<file path="config.mk">
export PLATFORM = sky130hd
export DESIGN_NAME = jpeg2000_block_dequantizer
export DESIGN_NICKNAME = d
export VERILOG_FILES = /design/src/hw/rtl/jbdq_pkg.sv /design/src/hw/rtl/jpeg2000_block_dequantizer.sv /design/src/hw/rtl/jbdq_front.sv
export VERILOG_INCLUDE_DIRS = /design/src /design/src/hw/rtl
export SDC_FILE = /design/constraint.sdc
export NUM_CORES = 2
export LEC_CHECK = 0
export BUFFER_PORTS_ARGS = -buffer_cell sky130_fd_sc_hd__buf_2
export CAP_MARGIN = 15
export CORE_ASPECT_RATIO = 0.6
export CORE_MARGIN = 2
export CORE_UTILIZATION = 45
export CTS_CLUSTER_SIZE = 25
export DETAILED_ROUTE_END_ITERATION = 8
export GPL_ROUTABILITY_DRIVEN = 0
export PLACE_DENSITY_LB_ADDON = 0.1
export SYNTH_ARGS = -nofsm -noshare
export SYNTH_HDL_FRONTEND = slang
export SYNTH_SLANG_ARGS = --single-unit
</file>
<file path="constraint.sdc">
create_clock -name clock -period 15.58 [get_ports clock]
set_input_delay 2.337 -clock clock [delete_from_list [all_inputs] [get_ports clock]]
set_output_delay 2.337 -clock clock [all_outputs]
set_load 0.1 [all_outputs]
</file>
<file path="src/hw/rtl/assert_macros.svh">
// Assertion macros shared by the dequantizer RTL.
`ifndef ASSERT_MACROS_SVH
`define ASSERT_MACROS_SVH

// Concurrent property checked on the rising clock edge, masked during reset.
`define ASSERT_CLK(label, clk, rst, prop, msg) \
   label: assert property (@(posedge clk) disable iff (rst) prop) else $error(msg);

// Implication form, antecedent and consequent in the same cycle.
`define ASSERT_IMPL(label, clk, rst, ante, cons, msg) \
   label: assert property (@(posedge clk) disable iff (rst) (ante) |-> (cons)) else $error(msg);

// Implication form, consequent checked in the following cycle.
`define ASSERT_NEXT(label, clk, rst, ante, cons, msg) \
   label: assert property (@(posedge clk) disable iff (rst) (ante) |=> (cons)) else $error(msg);

`endif

</file>
<file path="src/hw/rtl/jbdq_pkg.sv">
// Shared constants and types of the JPEG 2000 block dequantizer.
`default_nettype none

package jbdq_pkg;

   localparam int unsigned WORD_W  = 32;
   localparam int unsigned STATE_W = 8;
   localparam int unsigned MB_W    = 5;
   localparam int unsigned ROI_W   = 5;
   localparam int unsigned SCALE_W = 31;
   localparam int unsigned CSR_IDX_W = 2;

   // register indexes on the csr port
   localparam logic [CSR_IDX_W-1:0] CSR_MAGNITUDE_BITS = 2'd0;
   localparam logic [CSR_IDX_W-1:0] CSR_ROI_SHIFT      = 2'd1;
   localparam logic [CSR_IDX_W-1:0] CSR_REVERSIBLE     = 2'd2;
   localparam logic [CSR_IDX_W-1:0] CSR_STEP_SCALE     = 2'd3;

   localparam logic [MB_W-1:0]    MB_RESET        = 5'd8;
   localparam logic [ROI_W-1:0]   ROI_RESET       = 5'd0;
   localparam logic               REVERSIBLE_RESET = 1'b1;
   localparam logic [SCALE_W-1:0] SCALE_RESET     = 31'd32768;

   localparam logic [MB_W-1:0] MB_MIN = 5'd1;
   localparam logic [MB_W-1:0] MB_MAX = 5'd30;

   // irreversible path rounding
   localparam logic [WORD_W-1:0] ROUND_16 = 32'h0000_8000;
   localparam logic [WORD_W-1:0] ROUND_15 = 32'h0000_4000;
   localparam int unsigned       SHIFT_16 = 16;
   localparam int unsigned       DOWNSHIFT = 15;

   typedef struct packed {
      logic [WORD_W-1:0] mag;
      logic              neg;
      logic [MB_W-1:0]   plsb;
   } front_type;

endpackage

`default_nettype wire

</file>
<file path="src/hw/rtl/jpeg2000_block_dequantizer.sv">
// Top level of the JPEG 2000 block dequantizer: csr bank and four-stage pipeline.
//
// Input channel req_*: one code-block sample (sign-magnitude word) and its
// state byte per transaction, valid/ready handshake.
// Result channel rsp_*: one signed dequantized coefficient per transaction.
// csr_*: plain write port, register index and data, written on csr_wr_en.
// Registers: magnitude bits, ROI shift, reversible select, step scale.
// Write them only while the pipeline is empty.
// A sample runs through stages one to four; rsp_valid is stage four's valid.
// Throughput: one sample per cycle unless rsp_ready stalls; the stage that
// bounds timing is the 32x31 multiplier of the irreversible path in stage three.
// Each stage holds its own valid bit and advances when the next one has
// room, so bubbles close up and a stalled receiver backs the stages up
// one by one; req_ready drops only once all four stages hold data.
// Reset (synchronous, active high) empties the pipeline and loads the
// register defaults: eight magnitude bits, no ROI, reversible, scale 32768.
`default_nettype none
`include "assert_macros.svh"

module jpeg2000_block_dequantizer (
   input  wire logic                             clock,
   input  wire logic                             reset,
   input  wire logic                             req_valid,
   output logic                                  req_ready,
   input  wire logic [jbdq_pkg::WORD_W-1:0]      req_sample_word,
   input  wire logic [jbdq_pkg::STATE_W-1:0]     req_state_byte,
   output logic                                  rsp_valid,
   input  wire logic                             rsp_ready,
   output logic signed [jbdq_pkg::WORD_W-1:0]    rsp_coefficient,
   input  wire logic                             csr_wr_en,
   input  wire logic [jbdq_pkg::CSR_IDX_W-1:0]   csr_index,
   input  wire logic [jbdq_pkg::SCALE_W-1:0]     csr_wdata
);

   logic [jbdq_pkg::MB_W-1:0]    mb_ff;
   logic [jbdq_pkg::ROI_W-1:0]   roi_ff;
   logic                         rev_ff;
   logic [jbdq_pkg::SCALE_W-1:0] scale_ff;

   always_ff @(posedge clock) begin
      if (reset) begin
         mb_ff    <= jbdq_pkg::MB_RESET;
         roi_ff   <= jbdq_pkg::ROI_RESET;
         rev_ff   <= jbdq_pkg::REVERSIBLE_RESET;
         scale_ff <= jbdq_pkg::SCALE_RESET;
      end else if (csr_wr_en) begin
         unique case (csr_index)
            jbdq_pkg::CSR_MAGNITUDE_BITS: mb_ff    <= csr_wdata[jbdq_pkg::MB_W-1:0];
            jbdq_pkg::CSR_ROI_SHIFT:      roi_ff   <= csr_wdata[jbdq_pkg::ROI_W-1:0];
            jbdq_pkg::CSR_REVERSIBLE:     rev_ff   <= csr_wdata[0];
            jbdq_pkg::CSR_STEP_SCALE:     scale_ff <= csr_wdata;
            default: ;
         endcase
      end
   end

   jbdq_pkg::front_type front;

   jbdq_front u_front (
      .sample_word    (req_sample_word),
      .state_byte     (req_state_byte),
      .magnitude_bits (mb_ff),
      .roi_shift      (roi_ff),
      .reversible     (rev_ff),
      .front          (front)
   );

   // stage valids and advance enables
   logic v1_ff, v2_ff, v3_ff, v4_ff;
   logic en1, en2, en3, en4;

   assign en4 = !v4_ff || rsp_ready;
   assign en3 = !v3_ff || en4;
   assign en2 = !v2_ff || en3;
   assign en1 = !v1_ff || en2;
   assign req_ready = en1;
   assign rsp_valid = v4_ff;

   always_ff @(posedge clock) begin
      if (reset) begin
         v1_ff <= 1'b0;
         v2_ff <= 1'b0;
         v3_ff <= 1'b0;
         v4_ff <= 1'b0;
      end else begin
         if (en1) v1_ff <= req_valid;
         if (en2) v2_ff <= v1_ff;
         if (en3) v3_ff <= v2_ff;
         if (en4) v4_ff <= v3_ff;
      end
   end

   // stage 1: front-end result
   jbdq_pkg::front_type s1_ff;

   always_ff @(posedge clock) begin
      if (en1) s1_ff <= front;
   end

   // stage 2: sign restore (reversible) or round to 16 bits (irreversible)
   logic [jbdq_pkg::WORD_W-1:0] s2_in, s2_ff;
   logic [jbdq_pkg::WORD_W-1:0] rnd16;
   logic                        neg2_ff;
   logic [jbdq_pkg::MB_W-1:0]   plsb2_ff;

   always_comb begin
      rnd16 = s1_ff.mag + jbdq_pkg::ROUND_16;
      if (rev_ff) begin
         s2_in = s1_ff.neg ? (32'd0 - s1_ff.mag) : s1_ff.mag;
      end else begin
         s2_in = $unsigned($signed(rnd16) >>> jbdq_pkg::SHIFT_16);
      end
   end

   always_ff @(posedge clock) begin
      if (en2) begin
         s2_ff    <= s2_in;
         neg2_ff  <= s1_ff.neg;
         plsb2_ff <= s1_ff.plsb;
      end
   end

   // stage 3: arithmetic down-shift (reversible) or step-scale multiply
   logic [jbdq_pkg::WORD_W+jbdq_pkg::SCALE_W-1:0] prod;
   logic [jbdq_pkg::WORD_W-1:0]                   s3_in, s3_ff;
   logic                                          neg3_ff;

   always_comb begin
      prod = s2_ff * scale_ff;
      if (rev_ff) begin
         s3_in = $unsigned($signed(s2_ff) >>> plsb2_ff);
      end else begin
         s3_in = prod[jbdq_pkg::WORD_W-1:0];
      end
   end

   always_ff @(posedge clock) begin
      if (en3) begin
         s3_ff   <= s3_in;
         neg3_ff <= neg2_ff;
      end
   end

   // stage 4: round down by 15 and restore sign (irreversible), output register
   logic [jbdq_pkg::WORD_W-1:0] rnd15;
   logic [jbdq_pkg::WORD_W-1:0] down;
   logic [jbdq_pkg::WORD_W-1:0] s4_in, s4_ff;

   always_comb begin
      rnd15 = s3_ff + jbdq_pkg::ROUND_15;
      down  = $unsigned($signed(rnd15) >>> jbdq_pkg::DOWNSHIFT);
      if (rev_ff) begin
         s4_in = s3_ff;
      end else begin
         s4_in = neg3_ff ? (32'd0 - down) : down;
      end
   end

   always_ff @(posedge clock) begin
      if (en4) s4_ff <= s4_in;
   end

   assign rsp_coefficient = $signed(s4_ff);

   // an empty output stage means every stage can move
   `ASSERT_IMPL(a_ready_when_drained, clock, reset, !rsp_valid, req_ready, "pipeline blocked while output empty")

   // zero magnitude never gains a reconstruction bit in reversible mode
   `ASSERT_NEXT(a_zero_stays_zero, clock, reset, en2 && v1_ff && rev_ff && (s1_ff.mag == '0), s2_ff == '0, "zero sample became nonzero")

   // arithmetic down-shift keeps the sign
   `ASSERT_NEXT(a_shift_keeps_sign, clock, reset, en3 && v2_ff && rev_ff, s3_ff[31] == $past(s2_ff[31]), "down-shift changed sign")

endmodule

`default_nettype wire

</file>
<file path="src/hw/rtl/jbdq_front.sv">
// Front end: sign split, ROI up-shift and reconstruction bit placement.
`default_nettype none

module jbdq_front (
   input  wire logic [jbdq_pkg::WORD_W-1:0]  sample_word,
   input  wire logic [jbdq_pkg::STATE_W-1:0] state_byte,
   input  wire logic [jbdq_pkg::MB_W-1:0]    magnitude_bits,
   input  wire logic [jbdq_pkg::ROI_W-1:0]   roi_shift,
   input  wire logic                         reversible,
   output jbdq_pkg::front_type               front
);

   logic [jbdq_pkg::MB_W-1:0]   mb;
   logic [jbdq_pkg::MB_W-1:0]   plsb;
   logic [jbdq_pkg::MB_W-1:0]   planes;
   logic [jbdq_pkg::MB_W-1:0]   nb;
   logic                        nb_lt;
   logic [jbdq_pkg::MB_W-1:0]   rshift;
   logic                        roi_on;
   logic                        roi_hit;
   logic [jbdq_pkg::WORD_W-1:0] mag_raw;
   logic [jbdq_pkg::WORD_W-1:0] mag_roi;
   logic                        set_rbit;

   always_comb begin
      if (magnitude_bits < jbdq_pkg::MB_MIN) begin
         mb = jbdq_pkg::MB_MIN;
      end else if (magnitude_bits > jbdq_pkg::MB_MAX) begin
         mb = jbdq_pkg::MB_MAX;
      end else begin
         mb = magnitude_bits;
      end
      plsb   = 5'd31 - mb;
      planes = state_byte[7:3];

      mag_raw = {1'b0, sample_word[30:0]};
      roi_on  = (roi_shift != '0);
      // below 2^plsb means nothing survives a right shift by plsb
      roi_hit = roi_on && ((mag_raw >> plsb) == '0);
      mag_roi = roi_hit ? (mag_raw << roi_shift) : mag_raw;

      nb    = roi_on ? mb : (5'd31 - planes);
      nb_lt = (nb < mb);
      // true value never exceeds 30, so 5-bit wrap of plsb-1 is harmless
      rshift = nb_lt ? (plsb - 5'd1 + (mb - nb)) : (plsb - 5'd1);

      set_rbit = (mag_roi != '0) && (!reversible || nb_lt);

      front.mag  = set_rbit ? (mag_roi | (32'd1 << rshift)) : mag_roi;
      front.neg  = sample_word[31];
      front.plsb = plsb;
   end

endmodule

`default_nettype wire
</file>
==> results.txt <==
----------------------------------------------------
[Run status]
  Run status ... finished clean

[GRT]
  GRT overflow ... 0
  Initial antenna violation count ... 2
  Number of global-route vias before repair ... 24100
  Largest net degree at the start of global routing ... 72
  Global-route total usage across every layer ... 27.9%
  First-pass GRT wire length ... 146 mm

[Final layout]
  Non-filler instance count after layout ... 4216
  Non-Filler Cell Area, Final ... 31600 µm²
  Area grow syn2layout ... 5.97%
  ANT cells ... 0
  Commonest non-fill, non-tap cell in the layout ... sky130_fd_sc_hd__nand2_1
  Final Util ... 48.0%
  Number of nets in the finished design ... 3924
  Proportion of layout cells with a drive suffix above 1 ... 8.69%
  Commonest non-fill, non-tap cells in the layout ... sky130_fd_sc_hd__nand2_1, sky130_fd_sc_hd__fa_1, sky130_fd_sc_hd__inv_1

[Synth]
  Average size of a mapped cell ... 8.87 µm²
  Post-synthesis net count ... 3984
  Proportion of register bits with asynchronous set or reset after synthesis ... 0%
  Dominant synthesized flop cell ... sky130_fd_sc_hd__edfxtp_1
  Netlist area before placement ... 29800 µm²
  Warnings, synthesis ... 0
  Number of different library cells in the post-synthesis netlist ... 77
  Register bit count reported by yosys ... 187
  Part of the Yosys area used for sequential elements ... 17.3%
  Mapped Cells ... 3363
  Number of synthesized flops with an enable pin ... 141

[Timing]
  Final setup violation count ... 0
  Final setup slack of the worst path ... 6.77 ns
  Setup repair after global routing missed its margin ... false
  Final count of hold timing violations ... 0
  Worst slew margin relative to its limit ... 19.6%
  Final critical-path required period ... 8.81 ns
  Slew at the pin closest to its max-slew limit ... 1.20 ns
  Max Clock Freq ... 0.114 GHz
  Setup clock skew after layout ... 0.0199 ns
  Fin crit share ... 56.5%
  Setup TNS ... 0 ns
  Final max-slew violation count ... 0

[Power]
  Pleak ... 14.0 nW
  Worst IR drop on VDD ... 0.0832 mV
  Power density over the cells ... 93.7 nW/µm²

[Worst setup path]
  Data arrival time of the critical path ... 9.01 ns
  Data required time at the worst endpoint ... 15.78 ns
  Type of element launching the critical path ... flip-flop
  Worst Setup End Kind ... flip-flop
  Category of the most critical setup path ... flip-flop to flip-flop
  Maximum fanout along the worst path ... 28

[Die]
  Number of cell rows ... 73
  Die height ... 203 µm
  Die Outline Area ... 68500 µm²
  Count of pins on the block boundary ... 112
  Floorplan Core Area ... 65900 µm²
  Die W ... 336 µm
  Starting Density ... 45.3%

[Place]
  DP HPWL ... 71.1 mm
  I/O Buffers ... 108
  Post-placement setup slack ... 6.88 ns
  Number of instances in the placed design ... 4181
  Total cell area at the placement stage ... 31000 µm²

[Clocking]
  Number of buffers inserted by hold repair at cts ... 0
  Number of buffers between clock root and the deepest sink ... 2
  Clock latency on the worst-skew pair ... 0.48 ns
  Clock buffers created by TritonCTS ... 17
  Buffer type at the clock tree root ... sky130_fd_sc_hd__clkbuf_16
  Buffer count from post-CTS setup fixing ... 0
  Clock transition time at the flip-flop clock pins of the worst setup and hold paths ... 0.08 ns
  Number of resized instances in the post-cts repair step ... 0
  Clock tree from TritonCTS ... built
  Number of clock sinks ... 187
  H-tree levels ... 4

[Detailed routing]
  Length of the first detailed-routing pass in iterations ... 6
  Total routed wirelength ... 93.3 mm
  Via/cell ratio ... 5.77
  Number of remaining DRC errors ... 0
  Starting DRC count in detailed routing ... 2435
  Vias ... 24300
  Average wire per standard cell ... 22.1 µm
  Post-route antenna net violation count ... 0

[Job]
  Max Cap Violations ... 0

[Worst hold path]
  Class of the tightest hold or removal check ... flip-flop to flip-flop

----------------------------------------------------
[cell families (layout without fill, tap and decap cells)]
kind of cell	count (synthesis)	count (layout)	share of synthesized area (%)
xor gates and xnor gates	176	176	5.17
muxes	149	149	6.94
and+or+nand+nor	1124	1124	18.0
AOI/OAI and AO/OA	537	537	11.3
adders and majority gates	543	543	33.1
buffers and inverters	647	600	8.28
DFF	187	187	17.3
[layer usage]
layer | part of all wire, % | GRT usage (%)
met1 | 48 | 44.2
met2 | 40 | 37.8
met3 | 11 | 8.24
met4 | 1.0 | 3.75
met5 | 0.22 | 1.91
[flip-flops by register name, summed over array words and instances, names as in the netlist, 5 cells and up]
signal and cells:
s2_ff 32, scale_ff 31, s1_ff 38, s3_ff 32, roi_ff 5, plsb2_ff 5, mb_ff 5, rsp_coefficient 32
[synthesized netlist by cell type (all sizes together) (13+ instances only)]
| library cell | instances | share of area (%) |
|---|---|---|
| a211oi | 40 | 1.0 |
| a21o | 17 | 0.43 |
| a21oi | 168 | 2.8 |
| a22oi | 13 | 0.33 |
| a311oi | 15 | 0.44 |
| a31oi | 28 | 0.59 |
| and2 | 276 | 5.8 |
| and3 | 27 | 0.57 |
| buf | 38 | 0.62 |
| clkbuf | 210 | 2.6 |
| dfxtp | 46 | 3.1 |
| edfxtp | 141 | 14 |
| fa | 410 | 28 |
| ha | 133 | 5.6 |
| inv | 396 | 5.0 |
| mux2 | 34 | 1.3 |
| mux2i | 72 | 2.4 |
| mux4 | 43 | 3.2 |
| nand2 | 514 | 6.5 |
| nand2b | 17 | 0.36 |
| nand3 | 41 | 0.69 |
| nand4 | 14 | 0.29 |
| nor2 | 128 | 1.6 |
| nor2b | 17 | 0.36 |
| nor3 | 40 | 0.67 |
| nor4 | 15 | 0.31 |
| o211ai | 17 | 0.43 |
| o21ai | 141 | 2.4 |
| o31ai | 18 | 0.45 |
| xnor2 | 115 | 3.4 |
| xor2 | 61 | 1.8 |
[final timing paths]
check | from | end | slack [ns] | depth (start not counted)
hold / removal | s1_ff[1]$_DFFE_PP_ | plsb2_ff[1]$_DFFE_PP_ | 0.42 | 0
setup / recovery | scale_ff[5]$_SDFFE_PP0P_ | s3_ff[31]$_DFFE_PP_ | 6.77 | 24
hold reg to reg | s1_ff[1]$_DFFE_PP_ | plsb2_ff[1]$_DFFE_PP_ | 0.42 | 0
setup reg to reg | scale_ff[5]$_SDFFE_PP0P_ | s3_ff[31]$_DFFE_PP_ | 6.77 | 24
[where the power goes]
part           switching, W  total, W  internal (W)
registers         0.0000773  0.000700      0.000622
logic               0.00117   0.00180      0.000628
clock network      0.000218  0.000460      0.000241
[metrics by stage]
step                hold WS, ns  total power (W)
CTS                       0.424          0.00296
detailed placement        0.405          0.00248
global placement          0.404          0.00246
finish                    0.422          0.00296
global route              0.433          0.00318
floorplan                 0.400          0.00193
[critical path, stage by stage, from the launching register on]
cell and delay, ns:
sky130_fd_sc_hd__dfxtp_1 1.07, sky130_fd_sc_hd__and2_1 0.27, sky130_fd_sc_hd__fa_1 0.44, sky130_fd_sc_hd__fa_1 0.49, sky130_fd_sc_hd__fa_1 0.52, sky130_fd_sc_hd__inv_1 0.06, sky130_fd_sc_hd__fa_1 0.48, sky130_fd_sc_hd__inv_1 0.05
sky130_fd_sc_hd__fa_1 0.51, sky130_fd_sc_hd__inv_1 0.06, sky130_fd_sc_hd__fa_1 0.52, sky130_fd_sc_hd__inv_1 0.05, sky130_fd_sc_hd__fa_1 0.52, sky130_fd_sc_hd__fa_1 0.42, sky130_fd_sc_hd__ha_1 0.34, sky130_fd_sc_hd__nand3_1 0.11
sky130_fd_sc_hd__nor2_1 0.07, sky130_fd_sc_hd__and3_1 0.19, sky130_fd_sc_hd__nor3b_1 0.15, sky130_fd_sc_hd__o41ai_1 0.81, sky130_fd_sc_hd__o31ai_1 0.21, sky130_fd_sc_hd__o41ai_1 0.45, sky130_fd_sc_hd__o21ai_0 0.20, sky130_fd_sc_hd__xnor2_1 0.18
sky130_fd_sc_hd__mux2_2 0.34
[area by class of cell]
type	count	area (µm²)
Timing Repair Buffer	169	1020
Multi-Input combinational cell	2529	22200
Inverter	399	1500
Fill cell	6352	34300
Sequential cell	187	5160
Tap cell	900	1130
Clock buffer	20	437
Clock inverter	12	148
Note: power is estimated with default switching activity, not from simulation.
